`src/sv/mbet_pkg.sv`:
```
// Package for the escape-time evaluator: shared widths, reset values, register indexes,
// the controller-to-datapath command and status structs, and the saturation helper.
// No dependencies.
package mbet_pkg;

   // Default values of the top-level parameters.
   localparam int DEF_COORD_BITS = 10;
   localparam int DEF_FRAC_BITS  = 28;
   localparam int DEF_COUNT_BITS = 16;

   // Fixed word widths of the fixed-point datapath and the register port.
   localparam int DATA_BITS = 32;
   localparam int STEP_BITS = 31;
   localparam int PROD_BITS = 64;
   localparam int ADDR_BITS = 5;

   // Register reset values.
   localparam logic signed [DATA_BITS-1:0] ORIGIN_REAL_RESET = 32'shE000_0000;
   localparam logic signed [DATA_BITS-1:0] ORIGIN_IMAG_RESET = 32'shEA66_6666;
   localparam logic [STEP_BITS-1:0]        STEP_RESET        = 31'h000B_3333;
   localparam int                          LIMIT_RESET       = 50;

   // Register indexes (byte address divided by four).
   typedef enum logic [2:0] {
      REG_ORIGIN_REAL = 3'd0,
      REG_ORIGIN_IMAG = 3'd1,
      REG_STEP_REAL   = 3'd2,
      REG_STEP_IMAG   = 3'd3,
      REG_ITER_LIMIT  = 3'd4
   } csr_index_type;

   // Operand selection for the shared multiplier.
   typedef enum logic [2:0] {
      MUL_ROW_STEP = 3'd0,
      MUL_COL_STEP = 3'd1,
      MUL_ZR_ZR    = 3'd2,
      MUL_ZI_ZI    = 3'd3,
      MUL_ZR_ZI    = 3'd4
   } mul_sel_type;

   // Commands from the controller to the datapath.
   typedef struct packed {
      logic        start;
      logic        mul_en;
      mul_sel_type mul_sel;
      logic        load_cr;
      logic        load_ci;
      logic        load_rr;
      logic        load_ii;
      logic        update;
      logic        out_load;
   } cmd_type;

   // Status from the datapath to the controller.
   typedef struct packed {
      logic limit_reached;
      logic escaped;
   } status_type;

   // Clamp a 64-bit signed value to the signed 32-bit range.
   function automatic logic signed [DATA_BITS-1:0] sat32(input logic signed [PROD_BITS-1:0] v);
      logic signed [PROD_BITS-1:0] max_v;
      logic signed [PROD_BITS-1:0] min_v;
      max_v = PROD_BITS'(32'sh7FFF_FFFF);
      min_v = PROD_BITS'(32'sh8000_0000);
      if (v > max_v) begin
         sat32 = 32'sh7FFF_FFFF;
      end else if (v < min_v) begin
         sat32 = 32'sh8000_0000;
      end else begin
         sat32 = v[DATA_BITS-1:0];
      end
   endfunction

endpackage

```
`src/sv/mandelbrot_escape_time.sv`:
```
// Top level of the escape-time evaluator: register file, controller and datapath.
// Depends on mbet_pkg, mbet_csr, mbet_ctrl and mbet_datapath.
//
// Each accepted pixel (row, column) is mapped to c = origin + index * step in signed fixed
// point with FRAC_BITS fraction bits, and z = z*z + c is iterated from zero until |z|^2
// exceeds 4 or the count reaches iteration_limit. One pixel is evaluated at a time. The
// pixel is mapped in the states MAP_RE, MAP_IM and SET_CI, and each iteration runs
// through SQ_R, SQ_I, CROSS and UPDATE, since one shared 32x32 multiplier forms zr*zr,
// zi*zi and zr*zi in turn, with the update in a state of its own. A pixel that reaches
// the limit goes to the result load from SQ_R, while one that escapes goes there from
// UPDATE, after the escaping iteration has formed its squares but not its z update. The
// next pixel can be taken in the cycle after the result load. A finished result waits in
// an output register, so the next pixel is taken while the previous result is still
// waiting to be collected; a second result waits for the first to leave. Registers are
// at byte addresses 0 (origin_real), 4 (origin_imag), 8 (step_real), 12 (step_imag) and
// 16 (iteration_limit), and are to be written only while no pixel is in flight.
module mandelbrot_escape_time import mbet_pkg::*; #(
   parameter int COORD_BITS = DEF_COORD_BITS,
   parameter int FRAC_BITS  = DEF_FRAC_BITS,
   parameter int COUNT_BITS = DEF_COUNT_BITS,
   localparam int REQ_W = ((2 * COORD_BITS + 7) / 8) * 8,
   localparam int RSP_W = ((2 * COORD_BITS + COUNT_BITS + 1 + 7) / 8) * 8
) (
   input  logic                 clock,
   input  logic                 reset,
   // Input channel.
   input  logic                 req_tvalid,
   output logic                 req_tready,
   input  logic [REQ_W-1:0]     req_tdata,    // pixel_row, pixel_col
   // Result channel.
   output logic                 rsp_tvalid,
   input  logic                 rsp_tready,
   output logic [RSP_W-1:0]     rsp_tdata,    // out_row, out_col, iteration_count, inside_set
   // Configuration port.
   input  logic                 csr_psel,
   input  logic                 csr_penable,
   input  logic                 csr_pwrite,
   input  logic [ADDR_BITS-1:0] csr_paddr,
   input  logic [DATA_BITS-1:0] csr_pwdata,
   output logic [DATA_BITS-1:0] csr_prdata,
   output logic                 csr_pready
);

   logic signed [DATA_BITS-1:0] origin_real, origin_imag;
   logic [STEP_BITS-1:0]        step_real, step_imag;
   logic [COUNT_BITS-1:0]       iteration_limit;
   logic [COORD_BITS-1:0]       pixel_row, pixel_col;
   logic [COORD_BITS-1:0]       out_row, out_col;
   logic [COUNT_BITS-1:0]       iteration_count;
   logic                        inside_set;
   cmd_type                     cmd;
   status_type                  status;

   // Unpack the input transfer and pack the result transfer.
   assign pixel_row = req_tdata[COORD_BITS-1:0];
   assign pixel_col = req_tdata[2*COORD_BITS-1:COORD_BITS];
   assign rsp_tdata = RSP_W'({inside_set, iteration_count, out_col, out_row});

   mbet_csr #(
      .COUNT_BITS (COUNT_BITS)
   ) u_csr (
      .clock           (clock),
      .reset           (reset),
      .csr_psel        (csr_psel),
      .csr_penable     (csr_penable),
      .csr_pwrite      (csr_pwrite),
      .csr_paddr       (csr_paddr),
      .csr_pwdata      (csr_pwdata),
      .csr_prdata      (csr_prdata),
      .csr_pready      (csr_pready),
      .origin_real     (origin_real),
      .origin_imag     (origin_imag),
      .step_real       (step_real),
      .step_imag       (step_imag),
      .iteration_limit (iteration_limit)
   );

   mbet_ctrl u_ctrl (
      .clock      (clock),
      .reset      (reset),
      .req_tvalid (req_tvalid),
      .req_tready (req_tready),
      .rsp_tvalid (rsp_tvalid),
      .rsp_tready (rsp_tready),
      .status     (status),
      .cmd        (cmd)
   );

   mbet_datapath #(
      .COORD_BITS (COORD_BITS),
      .FRAC_BITS  (FRAC_BITS),
      .COUNT_BITS (COUNT_BITS)
   ) u_datapath (
      .clock           (clock),
      .origin_real     (origin_real),
      .origin_imag     (origin_imag),
      .step_real       (step_real),
      .step_imag       (step_imag),
      .iteration_limit (iteration_limit),
      .pixel_row       (pixel_row),
      .pixel_col       (pixel_col),
      .cmd             (cmd),
      .status          (status),
      .out_row         (out_row),
      .out_col         (out_col),
      .iteration_count (iteration_count),
      .inside_set      (inside_set)
   );

endmodule

```
`src/sv/mbet_csr.sv`:
```
// Configuration register file with an APB-style slave port.
// Depends on mbet_pkg for widths, reset values and register indexes.
module mbet_csr import mbet_pkg::*; #(
   parameter int COUNT_BITS = DEF_COUNT_BITS
) (
   input  logic                         clock,
   input  logic                         reset,
   input  logic                         csr_psel,
   input  logic                         csr_penable,
   input  logic                         csr_pwrite,
   input  logic [ADDR_BITS-1:0]         csr_paddr,
   input  logic [DATA_BITS-1:0]         csr_pwdata,
   output logic [DATA_BITS-1:0]         csr_prdata,
   output logic                         csr_pready,
   output logic signed [DATA_BITS-1:0]  origin_real,
   output logic signed [DATA_BITS-1:0]  origin_imag,
   output logic [STEP_BITS-1:0]         step_real,
   output logic [STEP_BITS-1:0]         step_imag,
   output logic [COUNT_BITS-1:0]        iteration_limit
);

   logic signed [DATA_BITS-1:0] origin_real_ff, origin_real_in;
   logic signed [DATA_BITS-1:0] origin_imag_ff, origin_imag_in;
   logic [STEP_BITS-1:0]        step_real_ff, step_real_in;
   logic [STEP_BITS-1:0]        step_imag_ff, step_imag_in;
   logic [COUNT_BITS-1:0]       limit_ff, limit_in;
   logic                        wr_en;
   csr_index_type               index;

   assign csr_pready = 1'b1;
   assign wr_en      = csr_psel & csr_penable & csr_pwrite;
   assign index      = csr_index_type'(csr_paddr[ADDR_BITS-1:2]);

   // Next register values on a completed write transfer; other addresses are ignored.
   always_comb begin
      origin_real_in = origin_real_ff;
      origin_imag_in = origin_imag_ff;
      step_real_in   = step_real_ff;
      step_imag_in   = step_imag_ff;
      limit_in       = limit_ff;
      if (wr_en) begin
         case (index)
            REG_ORIGIN_REAL: origin_real_in = csr_pwdata;
            REG_ORIGIN_IMAG: origin_imag_in = csr_pwdata;
            REG_STEP_REAL:   step_real_in   = csr_pwdata[STEP_BITS-1:0];
            REG_STEP_IMAG:   step_imag_in   = csr_pwdata[STEP_BITS-1:0];
            REG_ITER_LIMIT:  limit_in       = csr_pwdata[COUNT_BITS-1:0];
            default: ;
         endcase
      end
   end

   always_ff @(posedge clock) begin
      if (reset) begin
         origin_real_ff <= ORIGIN_REAL_RESET;
         origin_imag_ff <= ORIGIN_IMAG_RESET;
         step_real_ff   <= STEP_RESET;
         step_imag_ff   <= STEP_RESET;
         limit_ff       <= COUNT_BITS'(LIMIT_RESET);
      end else begin
         origin_real_ff <= origin_real_in;
         origin_imag_ff <= origin_imag_in;
         step_real_ff   <= step_real_in;
         step_imag_ff   <= step_imag_in;
         limit_ff       <= limit_in;
      end
   end

   // Read data for the addressed register.
   always_comb begin
      case (index)
         REG_ORIGIN_REAL: csr_prdata = origin_real_ff;
         REG_ORIGIN_IMAG: csr_prdata = origin_imag_ff;
         REG_STEP_REAL:   csr_prdata = DATA_BITS'(step_real_ff);
         REG_STEP_IMAG:   csr_prdata = DATA_BITS'(step_imag_ff);
         REG_ITER_LIMIT:  csr_prdata = DATA_BITS'(limit_ff);
         default:         csr_prdata = '0;
      endcase
   end

   assign origin_real     = origin_real_ff;
   assign origin_imag     = origin_imag_ff;
   assign step_real       = step_real_ff;
   assign step_imag       = step_imag_ff;
   assign iteration_limit = limit_ff;

endmodule

```
`src/sv/mbet_datapath.sv`:
```
// Datapath: shared 32x32 multiplier, point mapping, z update, escape test and result register.
// Depends on mbet_pkg for the command and status structs and the saturation helper.
module mbet_datapath import mbet_pkg::*; #(
   parameter int COORD_BITS = DEF_COORD_BITS,
   parameter int FRAC_BITS  = DEF_FRAC_BITS,
   parameter int COUNT_BITS = DEF_COUNT_BITS
) (
   input  logic                        clock,
   input  logic signed [DATA_BITS-1:0] origin_real,
   input  logic signed [DATA_BITS-1:0] origin_imag,
   input  logic [STEP_BITS-1:0]        step_real,
   input  logic [STEP_BITS-1:0]        step_imag,
   input  logic [COUNT_BITS-1:0]       iteration_limit,
   input  logic [COORD_BITS-1:0]       pixel_row,
   input  logic [COORD_BITS-1:0]       pixel_col,
   input  cmd_type                     cmd,
   output status_type                  status,
   output logic [COORD_BITS-1:0]       out_row,
   output logic [COORD_BITS-1:0]       out_col,
   output logic [COUNT_BITS-1:0]       iteration_count,
   output logic                        inside_set
);

   // A square shifted down by the fraction bits fits in this many signed bits.
   localparam int SQ_BITS = PROD_BITS - FRAC_BITS;
   localparam logic signed [PROD_BITS-1:0] THRESH = 64'sd4 <<< FRAC_BITS;

   logic [COORD_BITS-1:0]        row_ff, col_ff;
   logic signed [DATA_BITS-1:0]  cr_ff, ci_ff, zr_ff, zi_ff;
   logic signed [DATA_BITS-1:0]  zr_in, zi_in;
   logic signed [SQ_BITS-1:0]    rr_ff, ii_ff;
   logic signed [PROD_BITS-1:0]  prod_ff, prod_in;
   logic signed [PROD_BITS-1:0]  sq_shift, cross_shift;
   logic signed [PROD_BITS-1:0]  rr_ext, ii_ext, mag_sum;
   logic [COUNT_BITS-1:0]        count_ff;
   logic signed [DATA_BITS-1:0]  mul_a, mul_b;
   logic [COORD_BITS-1:0]        out_row_ff, out_col_ff;
   logic [COUNT_BITS-1:0]        out_count_ff;
   logic                         out_inside_ff;

   // Operand selection for the shared multiplier.
   always_comb begin
      case (cmd.mul_sel)
         MUL_ROW_STEP: begin
            mul_a = DATA_BITS'(row_ff);
            mul_b = DATA_BITS'(step_real);
         end
         MUL_COL_STEP: begin
            mul_a = DATA_BITS'(col_ff);
            mul_b = DATA_BITS'(step_imag);
         end
         MUL_ZR_ZR: begin
            mul_a = zr_ff;
            mul_b = zr_ff;
         end
         MUL_ZI_ZI: begin
            mul_a = zi_ff;
            mul_b = zi_ff;
         end
         MUL_ZR_ZI: begin
            mul_a = zr_ff;
            mul_b = zi_ff;
         end
         default: begin
            mul_a = '0;
            mul_b = '0;
         end
      endcase
   end

   assign prod_in = mul_a * mul_b;

   // Products are floored by arithmetic shifts; the cross term keeps one more bit to double it.
   assign sq_shift    = prod_ff >>> FRAC_BITS;
   assign cross_shift = prod_ff >>> (FRAC_BITS - 1);
   assign rr_ext      = {{FRAC_BITS{rr_ff[SQ_BITS-1]}}, rr_ff};
   assign ii_ext      = {{FRAC_BITS{ii_ff[SQ_BITS-1]}}, ii_ff};
   assign mag_sum     = rr_ext + ii_ext;

   assign zr_in = sat32(rr_ext - ii_ext + PROD_BITS'(cr_ff));
   assign zi_in = sat32(cross_shift + PROD_BITS'(ci_ff));

   always_ff @(posedge clock) begin
      if (cmd.start) begin
         row_ff   <= pixel_row;
         col_ff   <= pixel_col;
         zr_ff    <= '0;
         zi_ff    <= '0;
         count_ff <= '0;
      end else if (cmd.update) begin
         zr_ff    <= zr_in;
         zi_ff    <= zi_in;
         count_ff <= COUNT_BITS'(count_ff + 1'b1);
      end
      if (cmd.mul_en) begin
         prod_ff <= prod_in;
      end
      if (cmd.load_cr) begin
         cr_ff <= sat32(PROD_BITS'(origin_real) + prod_ff);
      end
      if (cmd.load_ci) begin
         ci_ff <= sat32(PROD_BITS'(origin_imag) + prod_ff);
      end
      if (cmd.load_rr) begin
         rr_ff <= sq_shift[SQ_BITS-1:0];
      end
      if (cmd.load_ii) begin
         ii_ff <= sq_shift[SQ_BITS-1:0];
      end
   end

   // Result register: holds a finished pixel until the output transfer.
   always_ff @(posedge clock) begin
      if (cmd.out_load) begin
         out_row_ff    <= row_ff;
         out_col_ff    <= col_ff;
         out_count_ff  <= count_ff;
         out_inside_ff <= (count_ff >= iteration_limit);
      end
   end

   assign status.limit_reached = (count_ff >= iteration_limit);
   assign status.escaped       = (mag_sum > THRESH);

   assign out_row         = out_row_ff;
   assign out_col         = out_col_ff;
   assign iteration_count = out_count_ff;
   assign inside_set      = out_inside_ff;

endmodule

```
`src/sv/mbet_ctrl.sv`:
```
// Controller: one-hot state machine that sequences mapping, iterations and result hand-off.
// Depends on mbet_pkg for the command and status structs.
module mbet_ctrl import mbet_pkg::*; (
   input  logic       clock,
   input  logic       reset,
   input  logic       req_tvalid,
   output logic       req_tready,
   output logic       rsp_tvalid,
   input  logic       rsp_tready,
   input  status_type status,
   output cmd_type    cmd
);

   typedef enum logic [8:0] {
      ST_IDLE   = 9'b0_0000_0001,
      ST_MAP_RE = 9'b0_0000_0010,
      ST_MAP_IM = 9'b0_0000_0100,
      ST_SET_CI = 9'b0_0000_1000,
      ST_SQ_R   = 9'b0_0001_0000,
      ST_SQ_I   = 9'b0_0010_0000,
      ST_CROSS  = 9'b0_0100_0000,
      ST_UPDATE = 9'b0_1000_0000,
      ST_DONE   = 9'b1_0000_0000
   } state_type;

   state_type state_ff, state_in;
   logic      rsp_valid_ff, rsp_valid_in;
   logic      out_free;

   // The result register can take a new pixel when empty or being emptied this cycle.
   assign out_free   = ~rsp_valid_ff | rsp_tready;
   assign req_tready = (state_ff == ST_IDLE);

   // Next state and datapath commands.
   always_comb begin
      state_in     = state_ff;
      cmd          = '0;
      cmd.mul_sel  = MUL_ZR_ZI;
      case (state_ff)
         ST_IDLE: begin
            if (req_tvalid) begin
               cmd.start = 1'b1;
               state_in  = ST_MAP_RE;
            end
         end
         ST_MAP_RE: begin
            cmd.mul_en  = 1'b1;
            cmd.mul_sel = MUL_ROW_STEP;
            state_in    = ST_MAP_IM;
         end
         ST_MAP_IM: begin
            cmd.mul_en  = 1'b1;
            cmd.mul_sel = MUL_COL_STEP;
            cmd.load_cr = 1'b1;
            state_in    = ST_SET_CI;
         end
         ST_SET_CI: begin
            cmd.load_ci = 1'b1;
            state_in    = ST_SQ_R;
         end
         ST_SQ_R: begin
            if (status.limit_reached) begin
               state_in = ST_DONE;
            end else begin
               cmd.mul_en  = 1'b1;
               cmd.mul_sel = MUL_ZR_ZR;
               state_in    = ST_SQ_I;
            end
         end
         ST_SQ_I: begin
            cmd.mul_en  = 1'b1;
            cmd.mul_sel = MUL_ZI_ZI;
            cmd.load_rr = 1'b1;
            state_in    = ST_CROSS;
         end
         ST_CROSS: begin
            cmd.mul_en  = 1'b1;
            cmd.mul_sel = MUL_ZR_ZI;
            cmd.load_ii = 1'b1;
            state_in    = ST_UPDATE;
         end
         ST_UPDATE: begin
            if (status.escaped) begin
               state_in = ST_DONE;
            end else begin
               cmd.update = 1'b1;
               state_in   = ST_SQ_R;
            end
         end
         ST_DONE: begin
            if (out_free) begin
               cmd.out_load = 1'b1;
               state_in     = ST_IDLE;
            end
         end
         default: state_in = ST_IDLE;
      endcase
   end

   // Output valid: set on a result load, cleared by the output transfer.
   assign rsp_valid_in = cmd.out_load | (rsp_valid_ff & ~rsp_tready);

   always_ff @(posedge clock) begin
      if (reset) begin
         state_ff     <= ST_IDLE;
         rsp_valid_ff <= 1'b0;
      end else begin
         state_ff     <= state_in;
         rsp_valid_ff <= rsp_valid_in;
      end
   end

   assign rsp_tvalid = rsp_valid_ff;

endmodule

```
`config.mk`:
```
export PLATFORM = sky130hd
export DESIGN_NAME = mandelbrot_escape_time
export DESIGN_NICKNAME = d
export VERILOG_FILES = /design/src/sv/mbet_pkg.sv /design/src/sv/mandelbrot_escape_time.sv /design/src/sv/mbet_csr.sv /design/src/sv/mbet_datapath.sv /design/src/sv/mbet_ctrl.sv
export SDC_FILE = /design/constraint.sdc
export NUM_CORES = 2
export LEC_CHECK = 0
export ABC_CLOCK_PERIOD_IN_PS = 10700
export BUFFER_PORTS_ARGS = -buffer_cell sky130_fd_sc_hd__clkbuf_2
export CORE_MARGIN = 3
export CORE_UTILIZATION = 60
export DETAILED_ROUTE_END_ITERATION = 7
export GPL_ROUTABILITY_DRIVEN = 1
export GPL_TIMING_DRIVEN = 0
export PLACE_DENSITY = 0.84
export SYNTH_ARGS = -nofsm -noshare
export SYNTH_HDL_FRONTEND = slang
export SYNTH_SLANG_ARGS = --single-unit
```
`constraint.sdc`:
```
create_clock -name clock -period 10.7 [get_ports clock]
set_input_delay 1.605 -clock clock [delete_from_list [all_inputs] [get_ports clock]]
set_output_delay 1.605 -clock clock [all_outputs]
set_load 0.03 [all_outputs]
```
Word-level counts from Yosys, hierarchy flattened
Index checks and enable logic that the tools add are counted.
{"block": "classes", "n_addsub": 7, "n_mul": 1, "div": 0, "order_cmp": 10, "n_eq_ne": 19, "n_shift": 0, "n_mux": 26, "n_bitwise": 7, "n_reduce_logical": 10}
{"operator": "greater-than comparator 64 x 32 -> 1 bit, second input constant", "n": 5}
{"operator": "less-than comparator 64 x 32 -> 1 bit, second input constant", "n": 4}
{"operator": "one-hot mux 32 bit (4 select lines)", "n": 2}
{"operator": "2-to-1 mux 32 bit", "n": 6}
{"operator": "one-hot mux 32 bit (5 select lines)", "n": 1}
{"operator": "adder 32 x 64 -> 64 bit", "n": 2}
{"operator": "one-hot mux 9 bit (9 select lines)", "n": 1}
{"operator": "adder 37 x 32 -> 38 bit", "n": 2}
{"operator": "multiplier 32 x 32 -> 64 bit", "n": 1}
{"operator": "adder 36 x 36 -> 37 bit", "n": 1}
{"operator": "subtractor 36 x 36 -> 37 bit", "n": 1}
{"operator": "2-to-1 mux 9 bit", "n": 4}
{"operator": "one-hot mux 4 bit (5 select lines)", "n": 1}
{"operator": "adder 16 x 1 -> 16 bit, second input constant", "n": 1}
{"operator": ">= comparator 16 bit", "n": 1}
{"operator": "equality test 3 x 2 -> 1 bit, second input constant", "n": 4}
{"operator": "AND reduction 2 bit", "n": 6}
{"operator": "2-to-1 mux 1 bit", "n": 10}
{"operator": "equality test 9 x 1 -> 1 bit, second input constant", "n": 1}
{"operator": "equality test 9 x 2 -> 1 bit, second input constant", "n": 1}
{"operator": "equality test 9 x 3 -> 1 bit, second input constant", "n": 1}
{"operator": "equality test 9 x 4 -> 1 bit, second input constant", "n": 1}
{"operator": "equality test 9 x 5 -> 1 bit, second input constant", "n": 1}
{"operator": "equality test 9 x 6 -> 1 bit, second input constant", "n": 1}
{"operator": "other kinds (13)", "n": 21}
{"block": "totals", "reg_bits": 489, "latch_bits": 0, "mem_bits_rw": 0, "romBits": 0, "input_bits": 68, "out_inout_bits": 75, "word_cells": 101, "mem_count": 0}

Depth between registers and ports, before layout
{"block": "logic_depth", "word_depth": 7, "ltp_mapped": 47, "depth_no_buf": 44}

By module
A second synthesis with hierarchy kept.
{"block": "unflattened", "hier_cells": 7662, "hier_area_um2": 69776.9}
{"mod": "mbet_datapath", "instances": 1, "cells_each": 6934, "area_per_inst_um2": 62377.3, "seq_area_each_um2": 9318.9}
{"mod": "mbet_csr", "instances": 1, "cells_each": 649, "area_per_inst_um2": 6720.2, "seq_area_each_um2": 2842.7}
{"mod": "mbet_ctrl", "instances": 1, "cells_each": 74, "area_per_inst_um2": 645.6, "seq_area_each_um2": 200.2}
{"mod": "mandelbrot_escape_time", "instances": 1, "cells_each": 5, "area_per_inst_um2": 33.8, "seq_area_each_um2": 0.0}

Least setup slack after synthesis
Ideal clock, no wire load.
{"block": "synth_path", "path_kind": "flip-flop to flip-flop", "startpoint": "register u_ctrl.state_ff[4]", "endpoint": "register u_datapath.prod_ff[63] (data pin)", "setup_time_ns": 0.266, "arrival_ns": 10.701, "t_required_ns": 10.434, "slack_ns": -0.267, "stages_incl_launch_ff": 38, "path_buffers": 4, "period_less_slack_ns": 10.967, "cell_sequence": "dfxtp_1 nor2_1 nand2_1 nor4_1 and3b_1 clkbuf_1 clkbuf_1 clkbuf_1 a222oi_1 nand2_1 clkbuf_1 nand2_1 fa_1 inv_1 fa_1 inv_1 fa_1 fa_1 (+2 left out) fa_1 fa_1 inv_1 fa_1 inv_1 ha_1 and3_1 and4_1 and3_1 a2111oi_0 nand4b_1 a221oi_1 nor4_1 o31a_1 o21ai_1 a211oi_1 o41ai_1 xnor2_1"}
{"block": "synth_between", "elab_chain_cells": 6, "word_cells_on_any_way": 16, "cone_classes": "mul (1); eq/ne (9); mux (3); reduce/logical (3)"}
{"element": "from (decl)", "line_no": "mbet_ctrl.sv:26", "text": "state_type state_ff, state_in;"}
{"element": "from (signal assigned)", "line_no": "mbet_ctrl.sv:108", "text": "state_ff <= state_in;"}
{"element": "equality test 9 x 7 -> 1 bit, or another cell as far along", "line_no": "mbet_ctrl.sv:39", "text": "case (state_ff)"}
{"element": "one-hot mux 4 bit (5 select lines) (*)", "line_no": "mbet_ctrl.sv:39"}
{"element": "equality test 3 x 2 -> 1 bit / equality test 3 bit (equally long branches)", "line_no": "mbet_datapath.sv:43", "text": "case (cmd.mul_sel)"}
{"element": "OR reduction 2 bit (no line)"}
{"element": "one-hot mux 32 bit (4 select lines)", "line_no": "mbet_datapath.sv:43"}
{"element": "multiplier 32 x 32 -> 64 bit (*)", "line_no": "mbet_datapath.sv:71", "text": "assign prod_in = mul_a * mul_b;"}
{"element": "named net u_datapath.prod_in[63]", "line_no": "mbet_datapath.sv:32", "text": "logic signed [PROD_BITS-1:0] prod_ff, prod_in;"}
{"element": "to (signal assigned)", "line_no": "mbet_datapath.sv:96", "text": "prod_ff <= prod_in;"}
{"element": "to (decl)", "line_no": "mbet_datapath.sv:32"}
The timed path passes the listed nets; every way through them passes the cells marked *.
A chain may end at the register's enable or synchronous reset.

==> results.sh <==
export IMPL_setup_viol=18
export IMPL_hold_path_depth=0
export IMPL_chipHeight_um=350
export IMPL_yosysWarnings=0
export IMPL_slew_headroom=0.0642
export IMPL_ys_seq_elements=489
export IMPL_routed_wl_um=305000
export IMPL_synth_top_area_cell="fa_1"
export IMPL_overflow=0
export IMPL_cts_tree="yes"
export IMPL_vias_per_cell=6.59
export IMPL_grtUsageMet1=0.640
export IMPL_synth_edf_count=257
export IMPL_grt_max_degree=54
export IMPL_synth_most_common_cell="inv_1"
export IMPL_hold_ws_ns=0.457
export IMPL_syn_cell_area_um2=71000
export IMPL_netlist_area_leader_share=0.316
export IMPL_detail_route_wl_per_cell_um=30.5
export IMPL_clockPowerShare=0.419
export IMPL_detailedPlace_worstSlack_ns=-4.36
export IMPL_cts_max_level=2
export IMPL_status="finished with violations"
export IMPL_fillers=9202
export IMPL_switching_share=0.283
export IMPL_final_antenna_net_count=0
export IMPL_fin_area_um2=79900
export IMPL_synth_commonest_cells="1432 x inv_1, 1122 x fa_1, 1056 x nand2_1, 689 x nor2_1, 484 x a21oi_1"
export IMPL_seq_area_frac_synth=0.174
export IMPL_p_leak_nw=37.5
export IMPL_rsz0062_at_grt="true"
export IMPL_cp_max_fo=11
export IMPL_critical_path_class="reg2reg"
export IMPL_vias=65800
export IMPL_total_power_mw=4.43
export IMPL_io_pin_count=143
export IMPL_syn_mean_instance_area_um2=8.82
export IMPL_seq_area_um2=12400
export IMPL_cp_required_ns=11.07
export IMPL_drc=3
export IMPL_syn_inst=8050
export IMPL_die_area_um2=122000
export IMPL_period_share=1.07
export IMPL_cts_buffers=49
export IMPL_place_hpwl_um=247000
export IMPL_nNetsFinal=10100
export IMPL_synthArstFlopShare=0
export IMPL_clk_path_buf_depth=3
export IMPL_peakVddDrop_uv=148
export IMPL_initial_core_util=0.608
export IMPL_max_stage_delay_ns=0.68
export IMPL_hold_path_class="reg2reg"
export IMPL_synth_area_leaders="fa_1 32%, edfxtp_1 11%, ha_1 8.3%"
export IMPL_setup_ws_ns=-0.797
export IMPL_grt_busiest_layer="met2"
export IMPL_power_share_sequential=0.457
export IMPL_violations="DRC, setup timing"
export IMPL_place_congestion=1.11
export IMPL_antenna_found_initial=35
export IMPL_cpMaxStageDelayCell="fa_2"
export IMPL_fin_skew_ns=0.0593
export IMPL_clock_fmax_mhz=87.0
export IMPL_drt_first_pass_iters=8
export IMPL_pwr_share_comb=0.125
export IMPL_hold_buffers=0
export IMPL_ff2ff_path_depth=42
export IMPL_core_area_um2=117000
export IMPL_drt_first_iter_violations=9300
export IMPL_drv_cap=0
export IMPL_port_buffer_count=131
export IMPL_power_net_switching_mw=1.26
export IMPL_synthDistinctLibCells=119
export IMPL_rows=125
export IMPL_grtUsageMet3=0.247
export IMPL_cp_end_kind="register"
export IMPL_grt_pass1_wl_um=435000
export IMPL_internal_power_mw=3.18
export IMPL_multiInputGateArea_um2=53300
export IMPL_post_route_min_period_ns=11.50
export IMPL_die_w_um=350
export IMPL_final_max_slew_viol_count=0
export IMPL_grt_util_all_layers=0.496
export IMPL_arrival_ns=11.87
export IMPL_synth_top_flop_cell="edfxtp_1"
export IMPL_hold_violations=0
export IMPL_clk_latency_ns=0.65
export IMPL_power_density_nw_per_um2=55.5
export IMPL_clock_tree_root_cell="clkbuf_16"
export IMPL_syn_to_final_growth_pct=12.5
export IMPL_clk_pin_slew_worst_paths_ns=0.06
export IMPL_grt_pass1_vias=64200
export IMPL_cp_start_kind="register"
export IMPL_drive_gt1_frac=0.120
export IMPL_place_area_um2=74000
export IMPL_worst_pin_slew_ns=1.39
export IMPL_cts_sinks=489
export IMPL_use_met2=0.666
worst paths after layout:
path	startpoint	to	slack, ns
worst max-delay path	u_datapath.count_ff[0]$_SDFFE_PP0P_	u_datapath.prod_ff[63]$_DFFE_PP_	-0.80
worst min-delay path	u_datapath.row_ff[7]$_DFFE_PP_	u_datapath.out_row[7]$_DFFE_PP_	0.46
worst max register to register	u_datapath.count_ff[0]$_SDFFE_PP0P_	u_datapath.prod_ff[63]$_DFFE_PP_	-0.80
worst min register to register	u_datapath.row_ff[7]$_DFFE_PP_	u_datapath.out_row[7]$_DFFE_PP_	0.46
logic make-up (layout without fill, tap and decap cells):
logic type,Yosys count,after routing,synth area share
AOI/OAI and AO/OA,1472,1472,0.137
xor gates and xnor gates,278,278,0.0344
adders and majority gates,1595,1595,0.400
buffers and inverters,1827,2210,0.100
DFF,489,489,0.174
muxes,48,48,0.00973
other,2,35,0.000106
and+or+nand+nor,2339,2339,0.145
metal layers:
metal	vias up	wire length [um]	part of all wire
met5	-	812	0.0027
met4	22	23300	0.076
met3	1340	53000	0.17
met2	5584	118000	0.39
met1	32100	110000	0.36
li1	26700	-	-
per-stage QoR:
stage	setup TNS [ns]	std cells	utilization
6_report	-6.80	9990	0.684
5_1_grt	-9.15	9962	0.683
4_1_cts	-2.43	9931	0.678
3_5_place_dp	-126.57	9730	0.633
3_3_place_gp	-134.94	9707	0.631
2_1_floorplan	0	8052	-
layout by cell type (no fill, tap or decap), drive strengths merged, types with 80 or more instances in the layout:
| master | count |
|---|---|
| a21o | 200 |
| nand4 | 80 |
| xnor2 | 167 |
| inv | 1438 |
| edfxtp | 257 |
| buf | 262 |
| fa | 1122 |
| xor2 | 111 |
| ha | 473 |
| dfxtp | 232 |
| a21oi | 485 |
| o21ai | 226 |
| nor2 | 689 |
| nand3 | 98 |
| clkbuf | 476 |
| nand2 | 1057 |
power by group through the flow:
stage	clock (mW)	sequential (mW)	combinational (mW)
4_1_cts	1.85	2.02	0.520
3_5_place_dp	0	2.06	0.485
5_1_grt	1.92	2.02	0.572
3_3_place_gp	0	2.06	0.477
6_report	1.86	2.02	0.554
2_1_floorplan	0	2.04	0.304
sequential cells by signal, summed over array words and instances (netlist names), 31 cells and up:
name                count
u_csr.origin_imag      32
u_csr.step_real        31
u_csr.origin_real      32
u_datapath.cr_ff       32
u_datapath.prod_ff     64
u_datapath.ci_ff       32
u_datapath.rr_ff       36
u_csr.step_imag        31
u_datapath.ii_ff       36
u_datapath.zi_ff       32
u_datapath.zr_ff       32
what timing repair did:
item                                    in CTS  in global routing
cloned                                       6                  0
pin swaps                                  170                 38
endpoints found under the setup margin      54                 33
buffers inserted                           136                 32
resized for setup                          583                147
worst max-delay path, delay by kind of cell, from the launching register on:
family                   cells  cell delay, ns
AO/OA/AOI/OAI               17            3.90
XOR/XNOR                     1            0.16
adder cells (fa/ha/maj)     10            4.87
buffers and inverters       11            1.51
flip-flops                   1            0.39
AND/OR/NAND/NOR              3            0.33
final cells by class:
cell class                 instances  share of cell area
antenna                           31            0.000971
buffer                           358              0.0330
clock buffer                      58              0.0159
clock inverter                    33             0.00496
inverter                        1433              0.0675
multi-input combinational       5736               0.666
sequential                       489               0.155
tap                             1524              0.0239
timing repair buffer             328              0.0325
No activity file was read; power rests on OpenSTA's default activity.
